**src/sv/tbf_pkg.sv**
```systemverilog
// shared types, constants and set-algebra helpers for the belief fusion block
// no dependencies; imported by every other file of the block
package tbf_pkg;

	localparam int NSETS  = 7;
	localparam int IDX_W  = 3;
	localparam int MASS_W = 17;
	localparam int FRAC_W = 16;
	localparam int TOL_W  = 8;
	localparam int STAT_W = 2;
	// 49 products of two 17-bit masses stay below 2^40
	localparam int ACC_W  = 40;
	// dividend (acc << 16) + total / 2 and divisor shifted up by a full quotient width
	localparam int DIV_W  = ACC_W + MASS_W + 1;
	localparam int CNT_W  = 5;

	typedef logic [MASS_W-1:0] mass_t;
	typedef logic [IDX_W-1:0]  idx_t;
	typedef logic [ACC_W-1:0]  acc_t;
	typedef logic [DIV_W-1:0]  dword_t;
	typedef logic [TOL_W-1:0]  tol_t;
	typedef logic [STAT_W-1:0] status_t;

	localparam mass_t   MASS_ONE      = mass_t'(1 << FRAC_W);
	localparam idx_t    LAST_IDX      = idx_t'(NSETS - 1);
	localparam tol_t    TOL_RESET     = tol_t'(1);

	localparam status_t ST_SUM_ONE    = status_t'(0);
	localparam status_t ST_NORMALIZED = status_t'(1);
	localparam status_t ST_OVER_ONE   = status_t'(2);
	localparam status_t ST_CONFLICT   = status_t'(3);

	// command word from the sequencer to the multiply-accumulate unit
	typedef struct packed {
		logic clear;
		logic issue;
		logic k_valid;
		idx_t k;
		idx_t rd_idx;
	} mac_cmd_t;

	// subset membership bits {c,b,a} for the set order a, b, c, ab, ac, bc, abc
	function automatic logic [2:0] set_bits(idx_t i);
		logic [2:0] r;
		case (i)
			3'd0:    r = 3'b001;
			3'd1:    r = 3'b010;
			3'd2:    r = 3'b100;
			3'd3:    r = 3'b011;
			3'd4:    r = 3'b101;
			3'd5:    r = 3'b110;
			default: r = 3'b111;
		endcase
		return r;
	endfunction

	// intersection of two sets: {valid, index}; empty set is conflict
	function automatic logic [IDX_W:0] meet(idx_t i, idx_t j);
		logic [2:0]     b;
		logic [IDX_W:0] r;
		b = set_bits(i) & set_bits(j);
		case (b)
			3'b001:  r = {1'b1, 3'd0};
			3'b010:  r = {1'b1, 3'd1};
			3'b100:  r = {1'b1, 3'd2};
			3'b011:  r = {1'b1, 3'd3};
			3'b101:  r = {1'b1, 3'd4};
			3'b110:  r = {1'b1, 3'd5};
			3'b111:  r = {1'b1, 3'd6};
			default: r = {1'b0, 3'd0};
		endcase
		return r;
	endfunction

endpackage

```
**src/sv/tbf_ifs.sv**
```systemverilog
// valid/ready channel interfaces: input word, result word, tolerance write
// depends on tbf_pkg
interface tbf_in_if;
	import tbf_pkg::*;
	logic  valid;
	logic  ready;
	logic  op;
	mass_t in_mass_a;
	mass_t in_mass_b;
	mass_t in_mass_c;
	mass_t in_mass_ab;
	mass_t in_mass_ac;
	mass_t in_mass_bc;
	mass_t in_mass_abc;

	modport source (output valid, op, in_mass_a, in_mass_b, in_mass_c, in_mass_ab,
		in_mass_ac, in_mass_bc, in_mass_abc, input ready);
	modport sink (input valid, op, in_mass_a, in_mass_b, in_mass_c, in_mass_ab,
		in_mass_ac, in_mass_bc, in_mass_abc, output ready);
endinterface

interface tbf_out_if;
	import tbf_pkg::*;
	logic    valid;
	logic    ready;
	mass_t   out_mass_a;
	mass_t   out_mass_b;
	mass_t   out_mass_c;
	mass_t   out_mass_ab;
	mass_t   out_mass_ac;
	mass_t   out_mass_bc;
	mass_t   out_mass_abc;
	status_t status;

	modport source (output valid, out_mass_a, out_mass_b, out_mass_c, out_mass_ab,
		out_mass_ac, out_mass_bc, out_mass_abc, status, input ready);
	modport sink (input valid, out_mass_a, out_mass_b, out_mass_c, out_mass_ab,
		out_mass_ac, out_mass_bc, out_mass_abc, status, output ready);
endinterface

interface tbf_cfg_if;
	import tbf_pkg::*;
	logic valid;
	logic ready;
	tol_t data;

	modport source (output valid, data, input ready);
	modport sink (input valid, data, output ready);
endinterface

```
**src/sv/tbf_div.sv**
```systemverilog
// iterative restoring divider: one quotient bit per cycle, saturates at one
// depends on tbf_pkg
module tbf_div (
	input  logic          clk,
	input  logic          arst_n,
	input  logic          start,
	input  tbf_pkg::dword_t num,
	input  tbf_pkg::acc_t den,
	output logic          done,
	output tbf_pkg::mass_t quo
);
	import tbf_pkg::*;

	typedef enum logic [1:0] {D_IDLE, D_CHECK, D_STEP} dstate_t;

	dstate_t            dstate_q;
	dword_t             rem_q;
	dword_t             dsh_q;
	mass_t              q_q;
	logic [CNT_W-1:0]   cnt_q;
	logic               done_q;
	mass_t              quo_q;

	logic  ge;
	mass_t q_nxt;

	assign ge    = (rem_q >= dsh_q);
	assign q_nxt = {q_q[MASS_W-2:0], ge};
	assign done  = done_q;
	assign quo   = quo_q;

	always_ff @(posedge clk or negedge arst_n) begin
		if (!arst_n) begin
			dstate_q <= D_IDLE;
			rem_q    <= '0;
			dsh_q    <= '0;
			q_q      <= '0;
			cnt_q    <= '0;
			done_q   <= 1'b0;
			quo_q    <= '0;
		end else begin
			done_q <= 1'b0;
			case (dstate_q)
				D_IDLE: begin
					if (start) begin
						rem_q    <= num;
						dsh_q    <= dword_t'(den) << MASS_W;
						q_q      <= '0;
						dstate_q <= D_CHECK;
					end
				end
				D_CHECK: begin
					// quotient of 2^17 or more saturates
					if (ge) begin
						quo_q    <= MASS_ONE;
						done_q   <= 1'b1;
						dstate_q <= D_IDLE;
					end else begin
						dsh_q    <= dsh_q >> 1;
						cnt_q    <= CNT_W'(MASS_W - 1);
						dstate_q <= D_STEP;
					end
				end
				D_STEP: begin
					if (ge) begin
						rem_q <= rem_q - dsh_q;
					end
					q_q   <= q_nxt;
					dsh_q <= dsh_q >> 1;
					if (cnt_q == '0) begin
						quo_q    <= (q_nxt > MASS_ONE) ? MASS_ONE : q_nxt;
						done_q   <= 1'b1;
						dstate_q <= D_IDLE;
					end else begin
						cnt_q <= cnt_q - 1'b1;
					end
				end
				default: dstate_q <= D_IDLE;
			endcase
		end
	end

endmodule

```
**src/sv/tbf_mac.sv**
```systemverilog
// shared multiplier with registered product and seven set accumulators
// depends on tbf_pkg
module tbf_mac (
	input  logic              clk,
	input  logic              arst_n,
	input  tbf_pkg::mac_cmd_t cmd,
	input  tbf_pkg::mass_t    a,
	input  tbf_pkg::mass_t    b,
	output tbf_pkg::acc_t     acc_rd,
	output tbf_pkg::acc_t     total
);
	import tbf_pkg::*;

	logic [2*MASS_W-1:0] prod_s1;
	idx_t                k_s1;
	logic                kv_s1;
	acc_t                acc_q [NSETS];
	acc_t                total_q;
	idx_t                rd_addr;

	// single read port: accumulate address while a product is pending
	assign rd_addr = kv_s1 ? k_s1 : cmd.rd_idx;
	assign acc_rd  = acc_q[rd_addr];
	assign total   = total_q;

	always_ff @(posedge clk or negedge arst_n) begin
		if (!arst_n) begin
			kv_s1 <= 1'b0;
		end else begin
			kv_s1 <= cmd.issue && cmd.k_valid;
		end
	end

	always_ff @(posedge clk) begin
		prod_s1 <= a * b;
		k_s1    <= cmd.k;
	end

	always_ff @(posedge clk) begin
		if (cmd.clear) begin
			for (int n = 0; n < NSETS; n++) begin
				acc_q[n] <= '0;
			end
			total_q <= '0;
		end else if (kv_s1) begin
			acc_q[k_s1] <= acc_rd + ACC_W'(prod_s1);
			total_q     <= total_q + ACC_W'(prod_s1);
		end
	end

endmodule

```
**src/sv/three_hypothesis_belief_fusion.sv**
```systemverilog
// one word at a time: a load word passes its 7 masses through the shared multiplier, a combine
// word all 49 products, and when the sum is renormalized the bit-serial divider then divides
// each of the 7 masses in turn; the next word is taken only once all 7 masses are written back
// a new word is taken while the previous result still waits on the output register
// reset (asynchronous, active low): whole-frame mass one, others zero, tolerance one lsb
// depends on tbf_pkg, tbf_ifs, tbf_mac, tbf_div
module three_hypothesis_belief_fusion (
	input  logic clk,
	input  logic arst_n,
	tbf_in_if.sink    item,
	tbf_out_if.source result,
	tbf_cfg_if.sink   cfg
);
	import tbf_pkg::*;

	typedef enum logic [2:0] {
		S_IDLE,
		S_MAC,
		S_DRAIN,
		S_CLASS,
		S_WAIT_OUT,
		S_NEXT,
		S_DIV
	} state_t;

	localparam acc_t ONE32   = acc_t'(64'd1 << (2 * FRAC_W));
	localparam acc_t RND_BIT = acc_t'(1 << (FRAC_W - 1));

	state_t  state_q;
	logic    op_q;
	mass_t   obs_q      [NSETS];
	mass_t   cell_q     [NSETS];
	mass_t   out_mass_q [NSETS];
	status_t out_status_q;
	logic    out_valid_q;
	status_t status_q;
	tol_t    tol_q;
	idx_t    i_q;
	idx_t    j_q;
	idx_t    idx_q;

	// shared datapath hookup
	mac_cmd_t       cmd;
	mass_t          mac_a;
	mass_t          mac_b;
	acc_t           acc_rd;
	acc_t           total;
	logic [IDX_W:0] meet_ij;
	idx_t           cell_addr;
	mass_t          cell_rd;
	logic           div_start;
	logic           div_done;
	mass_t          div_quo;
	dword_t         div_num;

	// write-back of one mass
	logic                     wb_en;
	mass_t                    wb_val;
	acc_t                     rnd_sum;
	logic [ACC_W-FRAC_W-1:0]  rnd;
	mass_t                    pass_val;
	acc_t                     tol_sh;

	logic accept;
	logic result_take;

	assign accept      = item.valid && item.ready;
	assign result_take = result.valid && result.ready;
	assign item.ready  = (state_q == S_IDLE);
	assign cfg.ready   = 1'b1;

	// cell array has one read port: row index while multiplying, write-back index after
	assign cell_addr = (state_q == S_MAC) ? i_q : idx_q;
	assign cell_rd   = cell_q[cell_addr];
	assign meet_ij   = meet(i_q, j_q);

	// load pushes each mass through the multiplier as m * 1.0, landing in Q.32 like a product
	assign mac_a = op_q ? cell_rd : MASS_ONE;
	assign mac_b = obs_q[j_q];

	always_comb begin
		cmd.clear   = accept;
		cmd.issue   = (state_q == S_MAC);
		cmd.k_valid = op_q ? meet_ij[IDX_W] : 1'b1;
		cmd.k       = op_q ? meet_ij[IDX_W-1:0] : j_q;
		cmd.rd_idx  = idx_q;
	end

	tbf_mac u_mac (
		.clk    (clk),
		.arst_n (arst_n),
		.cmd    (cmd),
		.a      (mac_a),
		.b      (mac_b),
		.acc_rd (acc_rd),
		.total  (total)
	);

	// dividend is m * 2^16 + total / 2, rounded quotient against total
	assign div_num   = dword_t'({acc_rd, {FRAC_W{1'b0}}}) + dword_t'(total >> 1);
	assign div_start = (state_q == S_NEXT) && (status_q == ST_NORMALIZED);

	tbf_div u_div (
		.clk    (clk),
		.arst_n (arst_n),
		.start  (div_start),
		.num    (div_num),
		.den    (total),
		.done   (div_done),
		.quo    (div_quo)
	);

	// unnormalized path: combine rounds Q.32 to Q1.16 and saturates, load stores as given
	assign rnd_sum  = acc_rd + RND_BIT;
	assign rnd      = rnd_sum[ACC_W-1:FRAC_W];
	assign pass_val = op_q ? ((rnd > (ACC_W-FRAC_W)'(MASS_ONE)) ? MASS_ONE : mass_t'(rnd))
		: acc_rd[FRAC_W+MASS_W-1:FRAC_W];

	// tolerance band around one, scaled to Q.32
	assign tol_sh = acc_t'(tol_q) << FRAC_W;

	always_comb begin
		wb_en  = 1'b0;
		wb_val = pass_val;
		if (state_q == S_NEXT) begin
			case (status_q)
				ST_NORMALIZED: wb_en = 1'b0;
				ST_CONFLICT: begin
					wb_en  = 1'b1;
					wb_val = cell_rd;
				end
				default: wb_en = 1'b1;
			endcase
		end else if (state_q == S_DIV && div_done) begin
			wb_en  = 1'b1;
			wb_val = div_quo;
		end
	end

	always_ff @(posedge clk or negedge arst_n) begin
		if (!arst_n) begin
			state_q      <= S_IDLE;
			op_q         <= 1'b0;
			status_q     <= ST_SUM_ONE;
			out_status_q <= ST_SUM_ONE;
			out_valid_q  <= 1'b0;
			tol_q        <= TOL_RESET;
			i_q          <= '0;
			j_q          <= '0;
			idx_q        <= '0;
			for (int n = 0; n < NSETS; n++) begin
				obs_q[n]      <= '0;
				cell_q[n]     <= '0;
				out_mass_q[n] <= '0;
			end
			cell_q[NSETS-1] <= MASS_ONE;
		end else begin
			if (cfg.valid && cfg.ready) begin
				tol_q <= cfg.data;
			end
			if (result_take) begin
				out_valid_q <= 1'b0;
			end

			case (state_q)
				S_IDLE: begin
					if (accept) begin
						op_q     <= item.op;
						obs_q[0] <= item.in_mass_a;
						obs_q[1] <= item.in_mass_b;
						obs_q[2] <= item.in_mass_c;
						obs_q[3] <= item.in_mass_ab;
						obs_q[4] <= item.in_mass_ac;
						obs_q[5] <= item.in_mass_bc;
						obs_q[6] <= item.in_mass_abc;
						i_q      <= '0;
						j_q      <= '0;
						state_q  <= S_MAC;
					end
				end
				// one product per cycle: cell row i against observation column j
				S_MAC: begin
					if (j_q == LAST_IDX) begin
						j_q <= '0;
						if (!op_q || i_q == LAST_IDX) begin
							state_q <= S_DRAIN;
						end else begin
							i_q <= i_q + 1'b1;
						end
					end else begin
						j_q <= j_q + 1'b1;
					end
				end
				// last product lands in its accumulator
				S_DRAIN: begin
					state_q <= S_CLASS;
				end
				S_CLASS: begin
					if (total == '0) begin
						status_q <= ST_CONFLICT;
					end else if (total + tol_sh < ONE32) begin
						status_q <= ST_NORMALIZED;
					end else if (total <= ONE32 + tol_sh) begin
						status_q <= ST_SUM_ONE;
					end else begin
						status_q <= ST_OVER_ONE;
					end
					idx_q   <= '0;
					state_q <= S_WAIT_OUT;
				end
				// result registers are rewritten in place, so the previous word must be gone
				S_WAIT_OUT: begin
					if (!out_valid_q) begin
						state_q <= S_NEXT;
					end
				end
				S_NEXT: begin
					if (status_q == ST_NORMALIZED) begin
						state_q <= S_DIV;
					end
				end
				S_DIV: begin
					if (div_done) begin
						state_q <= S_NEXT;
					end
				end
				default: state_q <= S_IDLE;
			endcase

			if (wb_en) begin
				out_mass_q[idx_q] <= wb_val;
				// total conflict or empty load leaves the cell as it was
				if (status_q != ST_CONFLICT) begin
					cell_q[idx_q] <= wb_val;
				end
				if (idx_q == LAST_IDX) begin
					out_status_q <= status_q;
					out_valid_q  <= 1'b1;
					state_q      <= S_IDLE;
				end else begin
					idx_q <= idx_q + 1'b1;
				end
			end
		end
	end

	assign result.valid        = out_valid_q;
	assign result.out_mass_a   = out_mass_q[0];
	assign result.out_mass_b   = out_mass_q[1];
	assign result.out_mass_c   = out_mass_q[2];
	assign result.out_mass_ab  = out_mass_q[3];
	assign result.out_mass_ac  = out_mass_q[4];
	assign result.out_mass_bc  = out_mass_q[5];
	assign result.out_mass_abc = out_mass_q[6];
	assign result.status       = out_status_q;

endmodule
```
**src/flat_wrapper.sv**
```systemverilog
// flat-port wrapper written by rule: the top's interface ports become plain ports
module three_hypothesis_belief_fusion_flat import tbf_pkg::*;
  (clk, arst_n, item_valid, item_op, item_in_mass_a, item_in_mass_b, item_in_mass_c, item_in_mass_ab, item_in_mass_ac, item_in_mass_bc, item_in_mass_abc, item_ready, result_valid, result_out_mass_a, result_out_mass_b, result_out_mass_c, result_out_mass_ab, result_out_mass_ac, result_out_mass_bc, result_out_mass_abc, result_status, result_ready, cfg_valid, cfg_data, cfg_ready);
  tbf_in_if item_i ();
  tbf_out_if result_i ();
  tbf_cfg_if cfg_i ();
  input  logic clk;
  input  logic arst_n;
  input wire logic [$bits(item_i.valid)-1:0] item_valid;
  input wire logic [$bits(item_i.op)-1:0] item_op;
  input wire logic [$bits(item_i.in_mass_a)-1:0] item_in_mass_a;
  input wire logic [$bits(item_i.in_mass_b)-1:0] item_in_mass_b;
  input wire logic [$bits(item_i.in_mass_c)-1:0] item_in_mass_c;
  input wire logic [$bits(item_i.in_mass_ab)-1:0] item_in_mass_ab;
  input wire logic [$bits(item_i.in_mass_ac)-1:0] item_in_mass_ac;
  input wire logic [$bits(item_i.in_mass_bc)-1:0] item_in_mass_bc;
  input wire logic [$bits(item_i.in_mass_abc)-1:0] item_in_mass_abc;
  output wire logic [$bits(item_i.ready)-1:0] item_ready;
  output wire logic [$bits(result_i.valid)-1:0] result_valid;
  output wire logic [$bits(result_i.out_mass_a)-1:0] result_out_mass_a;
  output wire logic [$bits(result_i.out_mass_b)-1:0] result_out_mass_b;
  output wire logic [$bits(result_i.out_mass_c)-1:0] result_out_mass_c;
  output wire logic [$bits(result_i.out_mass_ab)-1:0] result_out_mass_ab;
  output wire logic [$bits(result_i.out_mass_ac)-1:0] result_out_mass_ac;
  output wire logic [$bits(result_i.out_mass_bc)-1:0] result_out_mass_bc;
  output wire logic [$bits(result_i.out_mass_abc)-1:0] result_out_mass_abc;
  output wire logic [$bits(result_i.status)-1:0] result_status;
  input wire logic [$bits(result_i.ready)-1:0] result_ready;
  input wire logic [$bits(cfg_i.valid)-1:0] cfg_valid;
  input wire logic [$bits(cfg_i.data)-1:0] cfg_data;
  output wire logic [$bits(cfg_i.ready)-1:0] cfg_ready;
  assign item_i.valid = item_valid;
  assign item_i.op = item_op;
  assign item_i.in_mass_a = item_in_mass_a;
  assign item_i.in_mass_b = item_in_mass_b;
  assign item_i.in_mass_c = item_in_mass_c;
  assign item_i.in_mass_ab = item_in_mass_ab;
  assign item_i.in_mass_ac = item_in_mass_ac;
  assign item_i.in_mass_bc = item_in_mass_bc;
  assign item_i.in_mass_abc = item_in_mass_abc;
  assign item_ready = item_i.ready;
  assign result_valid = result_i.valid;
  assign result_out_mass_a = result_i.out_mass_a;
  assign result_out_mass_b = result_i.out_mass_b;
  assign result_out_mass_c = result_i.out_mass_c;
  assign result_out_mass_ab = result_i.out_mass_ab;
  assign result_out_mass_ac = result_i.out_mass_ac;
  assign result_out_mass_bc = result_i.out_mass_bc;
  assign result_out_mass_abc = result_i.out_mass_abc;
  assign result_status = result_i.status;
  assign result_i.ready = result_ready;
  assign cfg_i.valid = cfg_valid;
  assign cfg_i.data = cfg_data;
  assign cfg_ready = cfg_i.ready;
  three_hypothesis_belief_fusion u_core (.clk(clk), .arst_n(arst_n), .item(item_i), .result(result_i), .cfg(cfg_i));
endmodule
```
**config.mk**
```make
export PLATFORM = sky130hd
export DESIGN_NAME = three_hypothesis_belief_fusion_flat
export DESIGN_NICKNAME = d
export VERILOG_FILES = /design/src/sv/tbf_pkg.sv /design/src/sv/tbf_ifs.sv /design/src/sv/tbf_div.sv /design/src/sv/tbf_mac.sv /design/src/sv/three_hypothesis_belief_fusion.sv /design/src/flat_wrapper.sv
export SDC_FILE = /design/constraint.sdc
export NUM_CORES = 2
export LEC_CHECK = 0
export ABC_AREA = 1
export BUFFER_PORTS_ARGS = -buffer_cell sky130_fd_sc_hd__buf_2
export CORE_ASPECT_RATIO = 1.2
export CORE_MARGIN = 8
export CORE_UTILIZATION = 65
export CTS_BUF_LIST = sky130_fd_sc_hd__clkbuf_2 sky130_fd_sc_hd__clkbuf_4 sky130_fd_sc_hd__clkbuf_8
export DETAILED_ROUTE_END_ITERATION = 6
export PLACE_DENSITY = 0.82
export SLEW_MARGIN = 20
export SYNTH_ARGS = -nofsm -noshare
export SYNTH_HDL_FRONTEND = slang
export SYNTH_HIERARCHICAL = 1
export SYNTH_SLANG_ARGS = --single-unit
```
**constraint.sdc**
```tcl
create_clock -name clk -period 10.17 [get_ports clk]
set_input_delay 1.5255 -clock clk [delete_from_list [all_inputs] [get_ports clk]]
set_output_delay 1.5255 -clock clk [all_outputs]
set_load 0.01 [all_outputs]
```
Yosys cells after proc, flatten, opt, wreduce, memory -nomap -nowiden
Memory sizes are Yosys's and may differ from the RTL's.
Cells that the tools add are included.

storage, ports and cells
  bits in read-only memories = 0
  bits in registers = 618
  bits in latches = 0
  memories kept = 1
  RAM bits = 280

memory list
  memory              words  bits a word  read ports  clocked after Yosys merged registers in  write ports  line           text
  u_core.u_mac.acc_q  7      40           1           0                                        7            tbf_mac.sv:17  acc_t acc_q [NSETS];

operators by class
  multiplexer cells = 80
  multipliers = 1
  $add $sub $neg = 11
  order comparisons = 9
  equality and inequality tests = 40
  shifts and indexed selects = 0
  bitwise operators = 4
  div/mod/pow operators = 0
  reductions and logical operators = 30

operators by type and width
  cell                      count
  $bwmux W119               2
  $mux W17                  14
  $mux W58                  4
  $pmux W58 S3              1
  $pmux W58 S2              1
  $bmux W17 S3              2
  $add A40 B34 Y40          2
  $ge A58 B58 Y1            1
  $sub A58 B58 Y58          1
  $add A56 B39 Y57          1
  $mux W3                   19
  $demux W17 S3             1
  $eq A3 B3 Y1 const B      14
  $add A40 B16 Y40 const B  1
  $add A40 B24 Y40          1
  $le A40 B40 Y1            1
  $logic_not A40 Y1         1
  $lt A40 B33 Y1 const B    1
  $mux W40                  1
  $reduce_or A40 Y1         1
  $pmux W3 S6               2
  $add A33 B24 Y34 const A  1
  $mul A17 B17 Y34          1
  $pmux W17 S2              1
  36 further kinds          100

Longest topological paths before layout
  word-level depth = 9
  mapped depth = 39
  gate-level depth less buffers = 36

By module
Netlist, hierarchy kept.

by module, submodules not included
  module                          cells each  instances  sequential area each (µm²)  area each (µm²)
  tbf_mac                         3792        1          10775.3                     30390.4
  three_hypothesis_belief_fusion  2844        1          9586.7                      21033.9
  tbf_div                         2160        1          3903.7                      13173.9

Least setup slack after synthesis
OpenSTA, ideal clock, no wires.

  path type = reg-to-reg
  from = register u_core.state_q[2]
  to = register u_core.u_mac.prod_s1[29]
  setup time = 0.117 ns
  required time = 10.053 ns
  arrival time = 7.062 ns
  stages on the path, launching flop included = 35
  buffers on the path = 3
  setup slack = 2.991 ns
  path through = dfrtp_1 > nor3_4 > inv_2 > o21ai_2 > buf_4 > o21ai_1 > o211ai_1 > o21ai_1 > nor2_1 > clkbuf_1 > clkbuf_1 > nand2_1 > fa_1 > inv_1 > fa_1 > inv_1 > fa_1 > inv_1 > fa_1 > fa_1 > inv_1 > fa_1 > inv_1 > ha_1 > nand2_1 > nor2_1 > nand4_1 > o21ai_0 > a21oi_1 > o21bai_1 > nand2_1 > inv_1 > nor2_1 > nand2_1 > nand2_1

RTL lines
  item                      line                                   text
  start: declaration        three_hypothesis_belief_fusion.sv:29   state_t state_q;
  start signal: assignment  three_hypothesis_belief_fusion.sv:142  state_q <= S_IDLE;
  start signal: assignment  three_hypothesis_belief_fusion.sv:178  state_q <= S_MAC;
  start signal: assignment  three_hypothesis_belief_fusion.sv:186  state_q <= S_DRAIN;
  end signal: assignment    tbf_mac.sv:35                          prod_s1 <= a * b;
  end: declaration          tbf_mac.sv:14                          logic [2*MASS_W-1:0] prod_s1;

==> results.ini <==
[run_status]
outcome = complete, but fails checks
failing_checks = design-rule violations

[power_and_ir_drop]
power.leakage_nw = 37.15
vdd_ir_drop_max_uv = 141.9
power_density_nw_per_um2 = 108.5

[logic_synthesis]
yosys-top-cells-area = sky130_fd_sc_hd__dfrtp_1, sky130_fd_sc_hd__nand2_1, sky130_fd_sc_hd__edfxtp_1, sky130_fd_sc_hd__fa_1, sky130_fd_sc_hd__inv_1
synth_top_cell_area_share_pct = 20.84
synthFlopType = sky130_fd_sc_hd__dfrtp_1
synth_sequential_area_ratio_pct = 37.56
synth.distinct_cells = 75
syn-cell-area_um2 = 64600
flip_flop_and_latch_count_after_synthesis = 937
synth_async_sr_flop_share_pct = 57.63
yosys_warnings = 6
synth_nets = 9443
syn-mean-instance-area_um2 = 7.344
post_synth_edffs = 280
syn-instance-count = 8796
netlist.top_cell.by_area = sky130_fd_sc_hd__dfrtp_1

[worst_setup_path]
setup.worst_path.start_class = flop
worst_path_max_delay_cell = sky130_fd_sc_hd__nor2_1
type_of_the_worst_setup_path = flop to flop
critical_path_data_required_time_ns = 10.96
critical_path.max_fanout = 35
worst_path_largest_cell_delay_ns = 0.70
critical_path_arrival_ns = 9.29
length_in_cells_of_the_worst_reg_to_reg_path = 32
crit_path_end_kind = flop

[die]
start_util_pct = 65.56
floorplan_die_width_um = 303.8
die_area_um2 = 109800
core-area_um2 = 98530
core.rowCount = 126
die_height_um = 361.3
ioPinCount = 257

[timing]
finalCriticalPeriod_ns = 8.498
tightestPinTransition_ns = 1.210
hold_viol_final = 0
rsz0062_at_grt = false
timing_max_transition_violations_final = 0
worst_clock_skew_ns = 0.03725
final_layout_setup_total_negative_slack_ns = 0
worst_slew_margin_rel_pct = 18.95
max_freq_ghz = 0.1177
period_share_pct = 83.56
finalSetupViolations = 0

[grt]
initial_antenna_violation_count = 6
global_routing_usage_on_met2_pct = 66.56
grt_first_pass_wirelength_mm = 342.1
grt.met1_usage_pct = 45.14
grt_use_total_pct = 40.11
grt_overflow = 0
grt_most_used_layer = met2
number_of_global_route_vias_before_repair = 60280
grt_max_degree = 181
gr-usage-met3_pct = 8.438

[detailed_routing]
remaining_drc_errors = 8
drt_first_pass_iters = 7
route.antenna.remaining_nets = 0
post_drt_wl_per_cell_um = 21.71
vias_per_cell = 5.879
route.vias.total = 61040
detailedRoute.firstIterationViolations = 6655
wl_mm = 225.4

[cts]
postCtsSetupRepairBufs = 0
clock_tree.htree_level_count = 4
ctsHoldBuffers = 0
cts.path.max_buffers = 3
cts_tree = done
cts-buffers-inserted = 154
cts.root.buffer_cell = sky130_fd_sc_hd__clkbuf_8
clk_latency_ns = 0.91
numClockSinks = 937
cts.repair.resized = 0
cts.clk_slew.worst_paths_ns = 0.07

[finish]
filler_cell_count = 8157
final_net_count = 9614
final-seq-area_um2 = 24270
area_of_the_multi_input_gates_um2 = 34500
ratio_of_cells_with_drive_above_1_in_the_final_layout_pct = 10.66
syn2layout_area_growth_pct = 8.699
final_instance_count_excl_fillers = 10380

[placement]
gp_routability_congestion = 1.116
placed_cells_incl_taps = 10090
io_port_bufs = 255
dp.final_hpwl_mm = 164.7

[run]
drv_cap = 0

[min_path]
timing.hold.worst.class = flop to flop
min_path_cells = 2

-- synth_stat cells, types with 27 or more instances --
master and number:
sky130_fd_sc_hd__fa_1 228, sky130_fd_sc_hd__ha_1 286, sky130_fd_sc_hd__nor3_1 35, sky130_fd_sc_hd__nand2_1 3074
sky130_fd_sc_hd__xnor2_1 35, sky130_fd_sc_hd__o21ai_0 444, sky130_fd_sc_hd__o22ai_1 45, sky130_fd_sc_hd__a21oi_1 264
sky130_fd_sc_hd__dfxtp_1 117, sky130_fd_sc_hd__nand4_1 63, sky130_fd_sc_hd__o211ai_1 42, sky130_fd_sc_hd__buf_2 48
sky130_fd_sc_hd__o21ai_2 53, sky130_fd_sc_hd__clkbuf_1 242, sky130_fd_sc_hd__nand3_1 309, sky130_fd_sc_hd__nand3_2 27
sky130_fd_sc_hd__a31oi_1 51, sky130_fd_sc_hd__edfxtp_1 280, sky130_fd_sc_hd__inv_1 1082, sky130_fd_sc_hd__inv_2 44
sky130_fd_sc_hd__nor2_2 29, sky130_fd_sc_hd__nor2_1 951, sky130_fd_sc_hd__nand2_2 90, sky130_fd_sc_hd__xor2_1 54
sky130_fd_sc_hd__o21ai_1 59, sky130_fd_sc_hd__dfrtp_1 538
-- worst paths after layout --
path                                      startpoint                      endpoint  slack [ns]
min                        u_core/u_mac/acc_q[6][25]     u_core/u_mac/acc_q[6][25]        0.46
max in group asynchronous                     arst_n  u_core/result.out_mass_bc[4]        7.56
max reg2reg                        u_core/state_q[2]      u_core/u_mac/prod_s1[29]        1.67
min in group asynchronous                     arst_n         u_core/u_div/dsh_q[4]        0.59
min reg2reg                u_core/u_mac/acc_q[6][25]     u_core/u_mac/acc_q[6][25]        0.46
max                                u_core/state_q[2]      u_core/u_mac/prod_s1[29]        1.67
-- flip-flops by register name (all words and copies together) (netlist names), 34 cells and up --
signal                count
u_core/u_div/dsh_q       57
u_core/cell_q           119
u_core/obs_q            119
u_core/u_div/rem_q       58
u_core/u_mac/total       40
u_core/u_mac/acc_q      320
u_core/u_mac/prod_s1     34
-- cells by family (layout without fill, tap and decap cells) --
logic type	Yosys count	in the layout	synth area share, %
other	2	7	0.01163
adder cells (fa/ha/maj)	514	514	12.61
AND/OR/NAND/NOR	4701	4701	29.91
multiplexers	2	2	0.03486
AO/OA/AOI/OAI	1068	1068	9.475
buffers and inverters	1483	1784	9.191
XOR/XNOR	89	89	1.207
flip-flops	937	937	37.56
-- where the power goes --
| group | internal (mW) | switching (mW) | leakage [nW] | total [mW] |
|---|---|---|---|---|
| clock | 2.00 | 1.67 | 1.78 | 3.66 |
| combinational | 0.0258 | 0.0642 | 24.3 | 0.0900 |
| sequential | 3.86 | 0.00284 | 11.1 | 3.86 |
-- cell type report --
| cell class | instances | area share, % |
|---|---|---|
| Clock buffer | 230 | 4.054 |
| Tap cell | 1280 | 2.281 |
| Timing Repair Buffer | 367 | 3.111 |
| Clock inverter | 56 | 0.7858 |
| Antenna cell | 5 | 0.01782 |
| Sequential cell | 937 | 34.56 |
| Inverter | 1131 | 6.053 |
| Multi-Input combinational cell | 6376 | 49.14 |
-- cells in the final DEF (no fill, tap or decap), types with 63 or more instances in the layout --
| master | n |
|---|---|
| sky130_fd_sc_hd__a21oi_1 | 264 |
| sky130_fd_sc_hd__buf_2 | 254 |
| sky130_fd_sc_hd__buf_4 | 108 |
| sky130_fd_sc_hd__clkbuf_8 | 179 |
| sky130_fd_sc_hd__dfrtp_1 | 538 |
| sky130_fd_sc_hd__dfxtp_1 | 117 |
| sky130_fd_sc_hd__edfxtp_1 | 280 |
| sky130_fd_sc_hd__fa_1 | 228 |
| sky130_fd_sc_hd__ha_1 | 284 |
| sky130_fd_sc_hd__inv_1 | 1080 |
| sky130_fd_sc_hd__nand2_1 | 3068 |
| sky130_fd_sc_hd__nand2_2 | 95 |
| sky130_fd_sc_hd__nand3_1 | 309 |
| sky130_fd_sc_hd__nand4_1 | 63 |
| sky130_fd_sc_hd__nor2_1 | 945 |
| sky130_fd_sc_hd__o21ai_0 | 442 |
-- stage by stage --
stage / instance area (um2) / utilization, % / total power, mW / worst slack, ns / hold slack [ns]
6_report: 70220 / 71.26 / 7.616 / 1.672 / 0.4563
5_1_grt: 70210 / 71.26 / 7.805 / 1.129 / 0.4855
4_1_cts: 70170 / 71.22 / 7.642 / 1.788 / 0.4579
3_5_place_dp: 66770 / 67.77 / 4.026 / 1.841 / 0.4452
3_3_place_gp: 66770 / 67.77 / 4.025 / 1.774 / 0.4395
2_1_floorplan: 64600 / - / 3.946 / 2.991 / 0.4266
-- critical path, delay by kind of cell, from the launching register on --
family                   cells  cell delay (ns)
flip-flops                   1             0.46
AO/OA/AOI/OAI                7             1.26
AND/OR/NAND/NOR             11             2.03
buffers and inverters        7             1.14
adder cells (fa/ha/maj)      7             3.50
-- per-layer routing --
metal / vias to the layer above / routed length [um] / share of wire [%]
met5: - / 0 / 0
met3: 973 / 21430 / 9.5
li1: 28020 / - / -
met2: 3512 / 105300 / 47
met4: 0 / 20760 / 9.2
met1: 28530 / 77910 / 35
Note: power is estimated with default switching activity, not from simulation.
